## config.mk

```make
export PLATFORM = sky130hd
export DESIGN_NAME = prime_factorizer
export DESIGN_NICKNAME = d
export VERILOG_FILES = /design/src/rtl/pf_pkg.sv /design/src/rtl/pf_div.sv /design/src/rtl/prime_factorizer.sv
export SDC_FILE = /design/constraint.sdc
export NUM_CORES = 1
export LEC_CHECK = 0
export BUFFER_PORTS_ARGS = -buffer_cell sky130_fd_sc_hd__buf_4
export CORE_MARGIN = 2
export CORE_UTILIZATION = 50
export CTS_BUF_LIST = sky130_fd_sc_hd__clkbuf_4 sky130_fd_sc_hd__clkbuf_8 sky130_fd_sc_hd__clkbuf_16
export DETAILED_ROUTE_END_ITERATION = 8
export PLACE_DENSITY = 0.68
export SLEW_MARGIN = 20
export SYNTH_ARGS = -nofsm -noshare
export SYNTH_HDL_FRONTEND = slang
export SYNTH_SLANG_ARGS = --single-unit
```

## constraint.sdc

```tcl
create_clock -name clk -period 3.76 [get_ports clk]
set_input_delay 0.188 -clock clk [delete_from_list [all_inputs] [get_ports clk]]
set_output_delay 0.188 -clock clk [all_outputs]
set_load 0.05 [all_outputs]
```

## src/rtl/pf_pkg.sv

```systemverilog
`timescale 1ns / 1ps

package pf_pkg;

	// Width of the value under factorisation; the input port stays 32 bits wide.
	localparam int VALUE_WIDTH = 32;
	localparam int IN_WIDTH    = 32;
	localparam int PRIME_WIDTH = 32;
	localparam int EXP_WIDTH   = 5;
	localparam int MAX_RESULTS = 9;

	localparam int CNT_WIDTH  = $clog2(MAX_RESULTS + 1);
	localparam int STEP_WIDTH = $clog2(VALUE_WIDTH);

	localparam logic [EXP_WIDTH-1:0] EXP_MAX = '1;

	typedef logic [VALUE_WIDTH-1:0] value_t;
	typedef logic [EXP_WIDTH-1:0]   exp_t;
	typedef logic [CNT_WIDTH-1:0]   cnt_t;

	// Sequencer states.
	typedef enum logic [2:0] {
		ST_IDLE,
		ST_ZERO,
		ST_DIV,
		ST_EVAL,
		ST_FIN,
		ST_FLUSH
	} state_t;

	// Quotient and remainder handed back by the shared divider.
	typedef struct packed {
		logic   done;
		value_t quot;
		value_t rem;
	} div_res_t;

endpackage

```

## src/rtl/pf_div.sv

```systemverilog
`timescale 1ns / 1ps

module pf_div (
	input  logic             clk,
	input  logic             arst_n,
	input  logic             start,
	input  pf_pkg::value_t   dividend,
	input  pf_pkg::value_t   divisor,
	output pf_pkg::div_res_t res
);

	logic                          busy_q;
	logic                          done_q;
	logic [pf_pkg::STEP_WIDTH-1:0] step_q;
	pf_pkg::value_t                quot_q;
	pf_pkg::value_t                rem_q;
	pf_pkg::value_t                divisor_q;
	logic [pf_pkg::VALUE_WIDTH:0]  shifted;
	logic [pf_pkg::VALUE_WIDTH:0]  diff;
	logic                          last_step;

	// One restoring step: bring in the next dividend bit and try a subtraction.
	always_comb begin
		shifted   = {rem_q, quot_q[pf_pkg::VALUE_WIDTH-1]};
		diff      = shifted - {1'b0, divisor_q};
		last_step = (step_q == pf_pkg::STEP_WIDTH'(pf_pkg::VALUE_WIDTH - 1));
	end

	// Control: busy for one step per quotient bit, then a single done pulse.
	always_ff @(posedge clk or negedge arst_n) begin
		if (!arst_n) begin
			busy_q <= 1'b0;
			done_q <= 1'b0;
			step_q <= '0;
		end else begin
			done_q <= 1'b0;
			if (start) begin
				busy_q <= 1'b1;
				step_q <= '0;
			end else if (busy_q) begin
				step_q <= step_q + 1'b1;
				if (last_step) begin
					busy_q <= 1'b0;
					done_q <= 1'b1;
				end
			end
		end
	end

	// Datapath: the quotient register doubles as the dividend shift register.
	always_ff @(posedge clk) begin
		if (start) begin
			quot_q    <= dividend;
			rem_q     <= '0;
			divisor_q <= divisor;
		end else if (busy_q) begin
			quot_q <= {quot_q[pf_pkg::VALUE_WIDTH-2:0], ~diff[pf_pkg::VALUE_WIDTH]};
			if (diff[pf_pkg::VALUE_WIDTH]) begin
				rem_q <= shifted[pf_pkg::VALUE_WIDTH-1:0];
			end else begin
				rem_q <= diff[pf_pkg::VALUE_WIDTH-1:0];
			end
		end
	end

	assign res.done = done_q;
	assign res.quot = quot_q;
	assign res.rem  = rem_q;

endmodule

```

## src/rtl/prime_factorizer.sv

```systemverilog
`timescale 1ns / 1ps
// A value below 2 goes through the ZERO state to give its single result.
// Otherwise every trial divisor, and every further division by a divisor that divides,
// costs one pass of the bit-serial divider; a 32-bit prime near 2^32 needs about 65536 passes.
// One item is worked on at a time; the next is accepted once the last result is queued.
// Reset clears the sequencer and the output valid flag; the block then waits for an item.

module prime_factorizer (
	input  logic                          clk,
	input  logic                          arst_n,
	input  logic                          in_valid,
	output logic                          in_stall,
	input  logic [pf_pkg::IN_WIDTH-1:0]    value,
	output logic                          out_valid,
	input  logic                          out_stall,
	output logic [pf_pkg::PRIME_WIDTH-1:0] prime,
	output logic [pf_pkg::EXP_WIDTH-1:0]   exponent,
	output logic                          none,
	output logic                          last
);

	pf_pkg::state_t   state_q, state_d;
	pf_pkg::div_res_t div_res;
	logic             div_start;

	pf_pkg::value_t rem_q, rem_d;
	pf_pkg::value_t d_q, d_d;
	pf_pkg::exp_t   e_q, e_d;
	pf_pkg::cnt_t   cnt_q, cnt_d;
	logic           pend_valid_q, pend_valid_d;
	pf_pkg::value_t pend_prime_q, pend_prime_d;
	pf_pkg::exp_t   pend_exp_q, pend_exp_d;

	logic                           out_valid_q;
	logic                           out_load;
	logic                           out_none;
	logic                           out_last;
	logic [pf_pkg::PRIME_WIDTH-1:0] prime_q;
	pf_pkg::exp_t                   exponent_q;
	logic                           none_q;
	logic                           last_q;

	pf_pkg::value_t value_in;
	logic           accept;
	logic           out_free;
	logic           head_end;
	logic           divides;
	logic           found;
	pf_pkg::exp_t   e_inc;
	pf_pkg::cnt_t   cnt_inc;

	// Shared remainder unit.
	pf_div u_div (
		.clk      (clk),
		.arst_n   (arst_n),
		.start    (div_start),
		.dividend (rem_d),
		.divisor  (d_d),
		.res      (div_res)
	);

	// Decodes of the division just finished.
	always_comb begin
		value_in = pf_pkg::VALUE_WIDTH'(value);
		accept   = in_valid && (state_q == pf_pkg::ST_IDLE);
		out_free = !out_valid_q;
		head_end = (e_q == '0) && (d_q > div_res.quot);
		divides  = (div_res.rem == '0);
		found    = (e_q != '0) && !divides;
		e_inc    = (e_q == pf_pkg::EXP_MAX) ? e_q : e_q + 1'b1;
		cnt_inc  = cnt_q + 1'b1;
	end

	// Next state.
	always_comb begin
		state_d = state_q;
		case (state_q)
			pf_pkg::ST_IDLE: begin
				if (accept) begin
					state_d = (value_in < pf_pkg::value_t'(2)) ? pf_pkg::ST_ZERO
					                                           : pf_pkg::ST_DIV;
				end
			end
			pf_pkg::ST_ZERO: begin
				if (out_free) state_d = pf_pkg::ST_IDLE;
			end
			pf_pkg::ST_DIV: begin
				if (div_res.done) state_d = pf_pkg::ST_EVAL;
			end
			pf_pkg::ST_EVAL: begin
				if (head_end) begin
					state_d = pf_pkg::ST_FIN;
				end else if (found) begin
					if (!(pend_valid_q && !out_free)) begin
						state_d = (cnt_inc == pf_pkg::CNT_WIDTH'(pf_pkg::MAX_RESULTS))
						          ? pf_pkg::ST_FLUSH : pf_pkg::ST_DIV;
					end
				end else begin
					state_d = pf_pkg::ST_DIV;
				end
			end
			pf_pkg::ST_FIN: begin
				if (out_free) state_d = pf_pkg::ST_FLUSH;
			end
			pf_pkg::ST_FLUSH: begin
				if (out_free) state_d = pf_pkg::ST_IDLE;
			end
			default: state_d = pf_pkg::ST_IDLE;
		endcase
	end

	// Datapath control and next values of the working registers.
	always_comb begin
		div_start    = 1'b0;
		out_load     = 1'b0;
		out_none     = 1'b0;
		out_last     = 1'b0;
		rem_d        = rem_q;
		d_d          = d_q;
		e_d          = e_q;
		cnt_d        = cnt_q;
		pend_valid_d = pend_valid_q;
		pend_prime_d = pend_prime_q;
		pend_exp_d   = pend_exp_q;
		case (state_q)
			pf_pkg::ST_IDLE: begin
				rem_d        = value_in;
				d_d          = pf_pkg::value_t'(2);
				e_d          = '0;
				cnt_d        = '0;
				pend_valid_d = 1'b0;
				div_start    = accept && (value_in >= pf_pkg::value_t'(2));
			end
			pf_pkg::ST_ZERO: begin
				out_load = out_free;
				out_none = 1'b1;
				out_last = 1'b1;
			end
			pf_pkg::ST_EVAL: begin
				if (head_end) begin
					// Divisor has passed the square root of what remains.
				end else if (divides) begin
					rem_d     = div_res.quot;
					e_d       = e_inc;
					div_start = 1'b1;
				end else if (found) begin
					// Retire the previous prime before the new one takes its place.
					if (!(pend_valid_q && !out_free)) begin
						out_load     = pend_valid_q;
						pend_valid_d = 1'b1;
						pend_prime_d = d_q;
						pend_exp_d   = e_q;
						cnt_d        = cnt_inc;
						e_d          = '0;
						d_d          = d_q + 1'b1;
						div_start    = (cnt_inc != pf_pkg::CNT_WIDTH'(pf_pkg::MAX_RESULTS));
					end
				end else begin
					d_d       = d_q + 1'b1;
					div_start = 1'b1;
				end
			end
			pf_pkg::ST_FIN: begin
				// A remainder above one is itself a prime with exponent one.
				if (out_free && (rem_q > pf_pkg::value_t'(1))) begin
					out_load     = pend_valid_q;
					pend_valid_d = 1'b1;
					pend_prime_d = rem_q;
					pend_exp_d   = pf_pkg::EXP_WIDTH'(1);
				end
			end
			pf_pkg::ST_FLUSH: begin
				out_load = out_free;
				out_last = 1'b1;
			end
			default: begin
			end
		endcase
	end

	// Control registers.
	always_ff @(posedge clk or negedge arst_n) begin
		if (!arst_n) begin
			state_q      <= pf_pkg::ST_IDLE;
			pend_valid_q <= 1'b0;
			cnt_q        <= '0;
			out_valid_q  <= 1'b0;
		end else begin
			state_q      <= state_d;
			pend_valid_q <= pend_valid_d;
			cnt_q        <= cnt_d;
			if (out_load) begin
				out_valid_q <= 1'b1;
			end else if (out_valid_q && !out_stall) begin
				out_valid_q <= 1'b0;
			end
		end
	end

	// Working registers and the output item register.
	always_ff @(posedge clk) begin
		rem_q        <= rem_d;
		d_q          <= d_d;
		e_q          <= e_d;
		pend_prime_q <= pend_prime_d;
		pend_exp_q   <= pend_exp_d;
		if (out_load) begin
			prime_q    <= out_none ? '0 : pf_pkg::PRIME_WIDTH'(pend_prime_q);
			exponent_q <= out_none ? '0 : pend_exp_q;
			none_q     <= out_none;
			last_q     <= out_last;
		end
	end

	assign in_stall  = (state_q != pf_pkg::ST_IDLE);
	assign out_valid = out_valid_q;
	assign prime     = prime_q;
	assign exponent  = exponent_q;
	assign none      = none_q;
	assign last      = last_q;

endmodule

```

==> Yosys cells after proc, flatten, opt, wreduce, memory -nomap -nowiden <==
Index checks and enable logic that the tools add are counted.
{ "op_classes": {"add_sub_neg": 5, "eq_ne": 22, "n_mux": 73, "n_bitwise": 1, "reduce_logical": 26, "order_cmp": 4} }
{ "op_table": {"columns": ["cell", "count"], "rows": [
  ["$mux W32", 14],
  ["$pmux W32 S2", 3],
  ["$mux W5", 12],
  ["$sub A33 B32 Y33", 1],
  ["$add A32 B1 Y32 const B", 1],
  ["$ge A32 B2 Y1 const B", 1],
  ["$gt A32 B1 Y1 const B", 1],
  ["$gt A32 B32 Y1", 1],
  ["$logic_not A32 Y1", 1],
  ["$lt A32 B2 Y1 const B", 1],
  ["$mux W1", 24],
  ["$mux W3", 8],
  ["$pmux W5 S2", 2],
  ["$mux W4", 4],
  ["$ne A2 B2 Y1 const B", 8],
  ["$pmux W3 S5", 1],
  ["$reduce_and A5 Y1", 3],
  ["$reduce_and A6 Y1", 2],
  ["$add A5 B1 Y5 const B", 2],
  ["$eq A5 B5 Y1 const B", 2],
  ["$ne A3 B3 Y1 const B", 3],
  ["$ne A4 B4 Y1 const B", 2],
  ["$pmux W4 S2", 1],
  ["$reduce_bool A2 Y1", 4],
  ["other kinds (17)", 29]
]} }
{ "word_totals": {"register_bits": 257, "in_bits": 36, "out_inout_bits": 41, "elab_cells": 150} }

==> Longest topological paths before layout <==
{ "depth": {"depth_word": 8, "depth_mapped": 14, "ltp_nobuf": 12} }

==> Cells and area by module <==
Synthesis repeated with hierarchy kept, for this count alone.
{ "hier_totals": {"cells_unflattened": 1353, "area_unflattened_um2": 13859.5} }
{ "modules_own_cells": {"columns": ["mod", "area_each_um2", "seq_area_each_um2", "instances", "cells_per_inst"], "rows": [
  ["prime_factorizer", 7763.7, 3938.8, 1, 761],
  ["pf_div", 6095.8, 2737.6, 1, 592]
]} }

==> Least setup slack after synthesis <==
No wires, ideal clock.
{ "synth_path": {"path_kind": "register to register", "start": "register u_div.quot_q[14]", "end": "register u_div.quot_q[0] (enable)", "path_stages_with_launch": 14, "path_buffers": 3, "slack_ns": -0.149, "synth_period_minus_slack_ns": 3.909, "setup_time_ns": 0.394, "t_required_ns": 3.366, "t_arrival_ns": 3.515, "cell_sequence": "edfxtp_1 > inv_1 > ha_1 > a21oi_1 > nand2_1 > a21o_1 > o41a_1 > o21a_1 > clkbuf_1 > nand2b_1 > o22ai_1 > buf_2 > buf_2 > nand2b_1"} }
{ "synth_via": {"elab_chain_len": 5} }
{ "synth_lines": {"columns": ["element", "line", "rtl"], "rows": [
  ["from (decl)", "pf_div.sv:15", "pf_pkg::value_t quot_q;"],
  ["from (signal assigned)", "pf_div.sv:53", "quot_q <= dividend;"],
  ["from (signal assigned)", "pf_div.sv:57", "quot_q <= {quot_q[pf_pkg::VALUE_WIDTH-2:0], ~diff[pf_pkg::VALUE_WIDTH]};"],
  ["$gt A32 B32 Y1", "prime_factorizer.sv:67", "head_end = (e_q == '0) && (d_q > div_res.quot);"],
  ["$logic_and A1 B1 Y1", "prime_factorizer.sv:67", null],
  ["$mux W1", "prime_factorizer.sv:140", "if (head_end) begin"],
  ["$pmux W1 S2", "prime_factorizer.sv:125", "case (state_q)"],
  ["$reduce_bool A2 Y1 (no line)", null, null]
]} }
No other way between the ends.
A chain may end at the register's enable or synchronous reset.

==> Worst setup path after layout <==
{ "layout_path": {"start": "register u_div.quot_q[14]", "end": "register u_div.divisor_q[23], data pin"} }
{ "layout_via": {"elab_chain_len": 4} }
{ "layout_lines": {"columns": ["element", "line", "rtl"], "rows": [
  ["$gt A32 B32 Y1", "prime_factorizer.sv:67", null],
  ["$logic_and A1 B1 Y1", "prime_factorizer.sv:67", null],
  ["$mux W32", "prime_factorizer.sv:140", null],
  ["$pmux W32 S2", "prime_factorizer.sv:125", null],
  ["net d_d[23]", "prime_factorizer.sv:27", "pf_pkg::value_t d_q, d_d;"],
  ["to (signal assigned)", "pf_div.sv:55", "divisor_q <= divisor;"],
  ["to (decl)", "pf_div.sv:17", "pf_pkg::value_t divisor_q;"]
]} }
The timed path passes the listed nets, and every way through them passes these cells.

==> results.toml <==
[outcome]
outcome = "finished, final reports clean"

[synthesis]
synth_enable_flop_cells = 145
async_flop_share_pct = 6.226
ys.warnings.count = 0
synth-compound-area-share_pct = 13.97
synthesis.area_mm2 = 0.01339
synthesis.nets = 1396
yosys.area_share.adder_pct = 6.876
synthFlopType = "sky130_fd_sc_hd__edfxtp_1"
postSynthAreaPerCell_um2 = 10.41
yosys.cell_types.count = 67
netlist_instances = 1287
post_synth_mux_area_share_pct = 6.783
synth_top_area_share_pct = 32.51
synth-simple-area-share_pct = 15.97
seq_area_frac_synth_pct = 49.85
ff_latch_count_synth = 257
ys_top_cells_by_area = "sky130_fd_sc_hd__edfxtp_1 33%, sky130_fd_sc_hd__dfxtp_1 14%, sky130_fd_sc_hd__ha_1 6.7%, sky130_fd_sc_hd__mux2_2 5.2%, sky130_fd_sc_hd__nand2_1 3.6%"
synthXorXnorAreaFrac_pct = 2.289
netlist.top_cell.by_area = "sky130_fd_sc_hd__edfxtp_1"
largest_family_of_logic_cells_by_synthesized_area = "simple AND/OR/NAND/NOR gates"

[layout]
postLayoutCoreUtil_pct = 60.89
most_used_cells_in_the_layout_excluding_fill_and_tap_cells = "145 x sky130_fd_sc_hd__edfxtp_1, 127 x sky130_fd_sc_hd__nand2_1, 122 x sky130_fd_sc_hd__buf_4"
final_cell_count_no_fill = 1771
final_layout_size_suffix_gt1_share_pct = 18.45
layout_commonest_cell = "sky130_fd_sc_hd__edfxtp_1"
fill_cells = 2094
area_delta_synth_final_pct = 19.14
finalNetCount = 1523
n_antenna_cell = 0
final_area_mm2 = 0.01596

[timing]
setup_slack_ps = 271.9
grt_setup_unrepaired = "false"
finalCritPeriodShare_pct = 92.77
clock-skew-final_ps = 28.95
final.setup.tns_ps = 0
max_freq_ghz = 0.2867
report.final.slew_viol_count = 0
final_hold_violations = 0
final_period_minus_worst_setup_slack_ps = 3488
max_slew.worst_pin.slew_ps = 1067
worst_rel_slew_slack_pct = 28.44
timing.final.setup_violations = 0

[worst_setup_path]
critPathMaxFanout = 9
critical_path.startpoint_type = "register"
cp_data_arrival_time_ps = 3760
worst_r2r_path_depth = 11
crit_type = "register to register"
required_ps = 4030
r2r-end = "u_div.divisor_q[23]$_DFFE_PP_"
regToRegStartpoint = "u_div.quot_q[14]$_DFFE_PP_"
timing.reg2reg.setup_slack_ps = 270
setup.worst_path.end_class = "register"

[global_route]
first_global_vias = 10110
grt_first_pass_wirelength_um = 56080
grt_use_total_pct = 25.34
number_of_antenna_violations_at_the_first_check_in_global_routing = 0
grt-ovfl-total = 0
largest_net_degree_at_the_start_of_global_routing = 67

[routing]
drc = 0
vias = 10540
per_cell_routed_wire_length_um = 20.40
initialDrtViolationCount = 923
route.detailed.vias_per_inst = 5.949
drt_pre_antenna_iters = 5
ant_nets = 0
wl_um = 36130

[placed_design]
placement.io_buffers = 76
place_worst_setup_slack_ps = 114.8
placedCellCount = 1685
detailedPlacementHpwl_um = 25960
placement.cell_area_mm2 = 0.01464
rd_place_congestion = 0.9355

[floorplan]
core.rowCount = 59
design.die.area_mm2 = 0.02811
start_util_pct = 51.11
num_io_pins = 77
die_height_um = 167.7
floorplan.core_area_mm2 = 0.02621
die_width_um = 167.7

[job]
maxCapViolations = 0

[clock_tree]
cts_h_tree_depth = 1
cts.path.max_buffers = 3
clkTransAtPathRegs_ps = 60
clk_sink_count = 257
worst_skew_pair.late_latency_ps = 560
cts_inserted_buffers = 28
cts_tree = "done"
clock-root-buffer = "sky130_fd_sc_hd__clkbuf_16"
post_cts.repair.setup_buffers = 0

[power]
largest_voltage_drop_on_the_vdd_net_v = 0.0004960
leakage_power_figure_uw = 0.006659
power_density_mw_per_mm2 = 918.3

[min_path]
hold_path_class = "primary input to asynchronous set/reset pin"
==> metal layers <==
metal  part of all wire [%]  global-route usage (%)  vias up  routed length, um
met5                      0                       0        -                  0
met4                    2.7                   7.977        0                969
met3                    7.7                   3.923       68               2777
met2                     47                   41.37      384              16800
met1                     43                   34.89     5031              15580
li1                       -                       -     5052                  -
==> stage by stage <==
step                power [uW]  hold WS, ps
global placement         11650        67.22
floorplan                 9799       -107.6
finish                   14650        33.00
detailed placement       11750        69.00
global route             15550        37.09
CTS                      14620        21.57
==> how the worst max path moves through the flow <==
stage | start | end | slack (ps) | depth (start not counted)
global route | u_div.quot_q[31]$_DFFE_PP_ | u_div.divisor_q[23]$_DFFE_PP_ | 20 | 10
detailed placement | u_div.quot_q[31]$_DFFE_PP_ | u_div.divisor_q[30]$_DFFE_PP_ | 110 | 10
global placement | u_div.quot_q[31]$_DFFE_PP_ | u_div.divisor_q[30]$_DFFE_PP_ | 230 | 10
finish | u_div.quot_q[14]$_DFFE_PP_ | u_div.divisor_q[23]$_DFFE_PP_ | 270 | 11
floorplan | u_div.quot_q[14]$_DFFE_PP_ | u_div.quot_q[0]$_DFFE_PP_ | 220 | 13
CTS | u_div.quot_q[31]$_DFFE_PP_ | u_div.divisor_q[28]$_DFFE_PP_ | 100 | 10
==> where the power goes <==
part | internal (uW) | switching, uW | total (uW)
combinational | 2690 | 4100 | 6790
clock | 1650 | 1150 | 2810
sequential | 4360 | 692 | 5050
total | 8710 | 5940 | 14700
==> flip-flops by register name, indices dropped and copies added, names as in the netlist, 3 cells and up <==
signal and cells:
cnt_q 4, d_q 32, u_div.rem_q 32, pend_prime_q 32, rem_q 32, e_q 5, u_div.quot_q 32, state_q 3
pend_exp_q 5, prime 32, exponent 5, u_div.divisor_q 32, u_div.step_q 5
==> area by class of cell <==
class,instances,area (um2),area share (%)
Clock buffer,36,760.7,4.767
Clock inverter,16,192.7,1.208
Inverter,81,304.0,1.905
Multi-Input combinational cell,884,6226,39.02
Sequential cell,257,6678,41.85
Tap cell,335,419.2,2.627
Timing Repair Buffer,162,1376,8.625
==> critical path: stages, from the launching register on <==
cell and delay [ps]:
sky130_fd_sc_hd__edfxtp_1 390, sky130_fd_sc_hd__inv_1 100, sky130_fd_sc_hd__ha_1 260, sky130_fd_sc_hd__a21oi_1 150
sky130_fd_sc_hd__nand2_1 70, sky130_fd_sc_hd__a21o_1 170, sky130_fd_sc_hd__o41a_1 400, sky130_fd_sc_hd__o21a_1 260
sky130_fd_sc_hd__or3_1 400, sky130_fd_sc_hd__or4_4 640, sky130_fd_sc_hd__o211ai_1 190, sky130_fd_sc_hd__o31ai_1 160
==> kinds of logic after synthesis <==
| family | after synthesis |
|---|---|
| simple gates | 429 |
| compound gates | 264 |
| flops | 257 |
| buf+inv | 146 |
| mux | 83 |
| fa+ha+maj | 73 |
| xor+xnor | 35 |
==> cell usage after synthesis (all sizes together), types with 3 or more instances <==
| library cell | count |
|---|---|
| a22o | 4 |
| and3 | 14 |
| o31ai | 12 |
| clkbuf | 47 |
| o21ai | 50 |
| nor2b | 52 |
| and2 | 5 |
| o311ai | 4 |
| a221o | 32 |
| xnor2 | 15 |
| o22ai | 4 |
| nor3b | 3 |
| nand3b | 3 |
| nand4b | 3 |
| o21a | 8 |
| nand2b | 4 |
| nor2 | 78 |
| nand2 | 127 |
| dfrtp | 16 |
| and4 | 3 |
| inv | 81 |
| mux2 | 62 |
| nand3 | 26 |
| ha | 72 |
| or2 | 6 |
| o211ai | 17 |
| a311oi | 25 |
| a31oi | 9 |
| mux2i | 21 |
| a211oi | 7 |
| or3 | 4 |
| or4 | 4 |
| a41oi | 3 |
| buf | 18 |
| a21o | 17 |
| a21oi | 51 |
| nor3 | 44 |
| nand4 | 23 |
| xor2 | 20 |
| nor4 | 27 |
| edfxtp | 145 |
| dfxtp | 96 |
==> what timing repair did <==
item,in CTS,in global routing
resized for setup,0,4
endpoints found under the setup margin,0,63
hold endpoints to repair,49,0
hold buffers,34,0
Power figures use the tool's default switching activity.
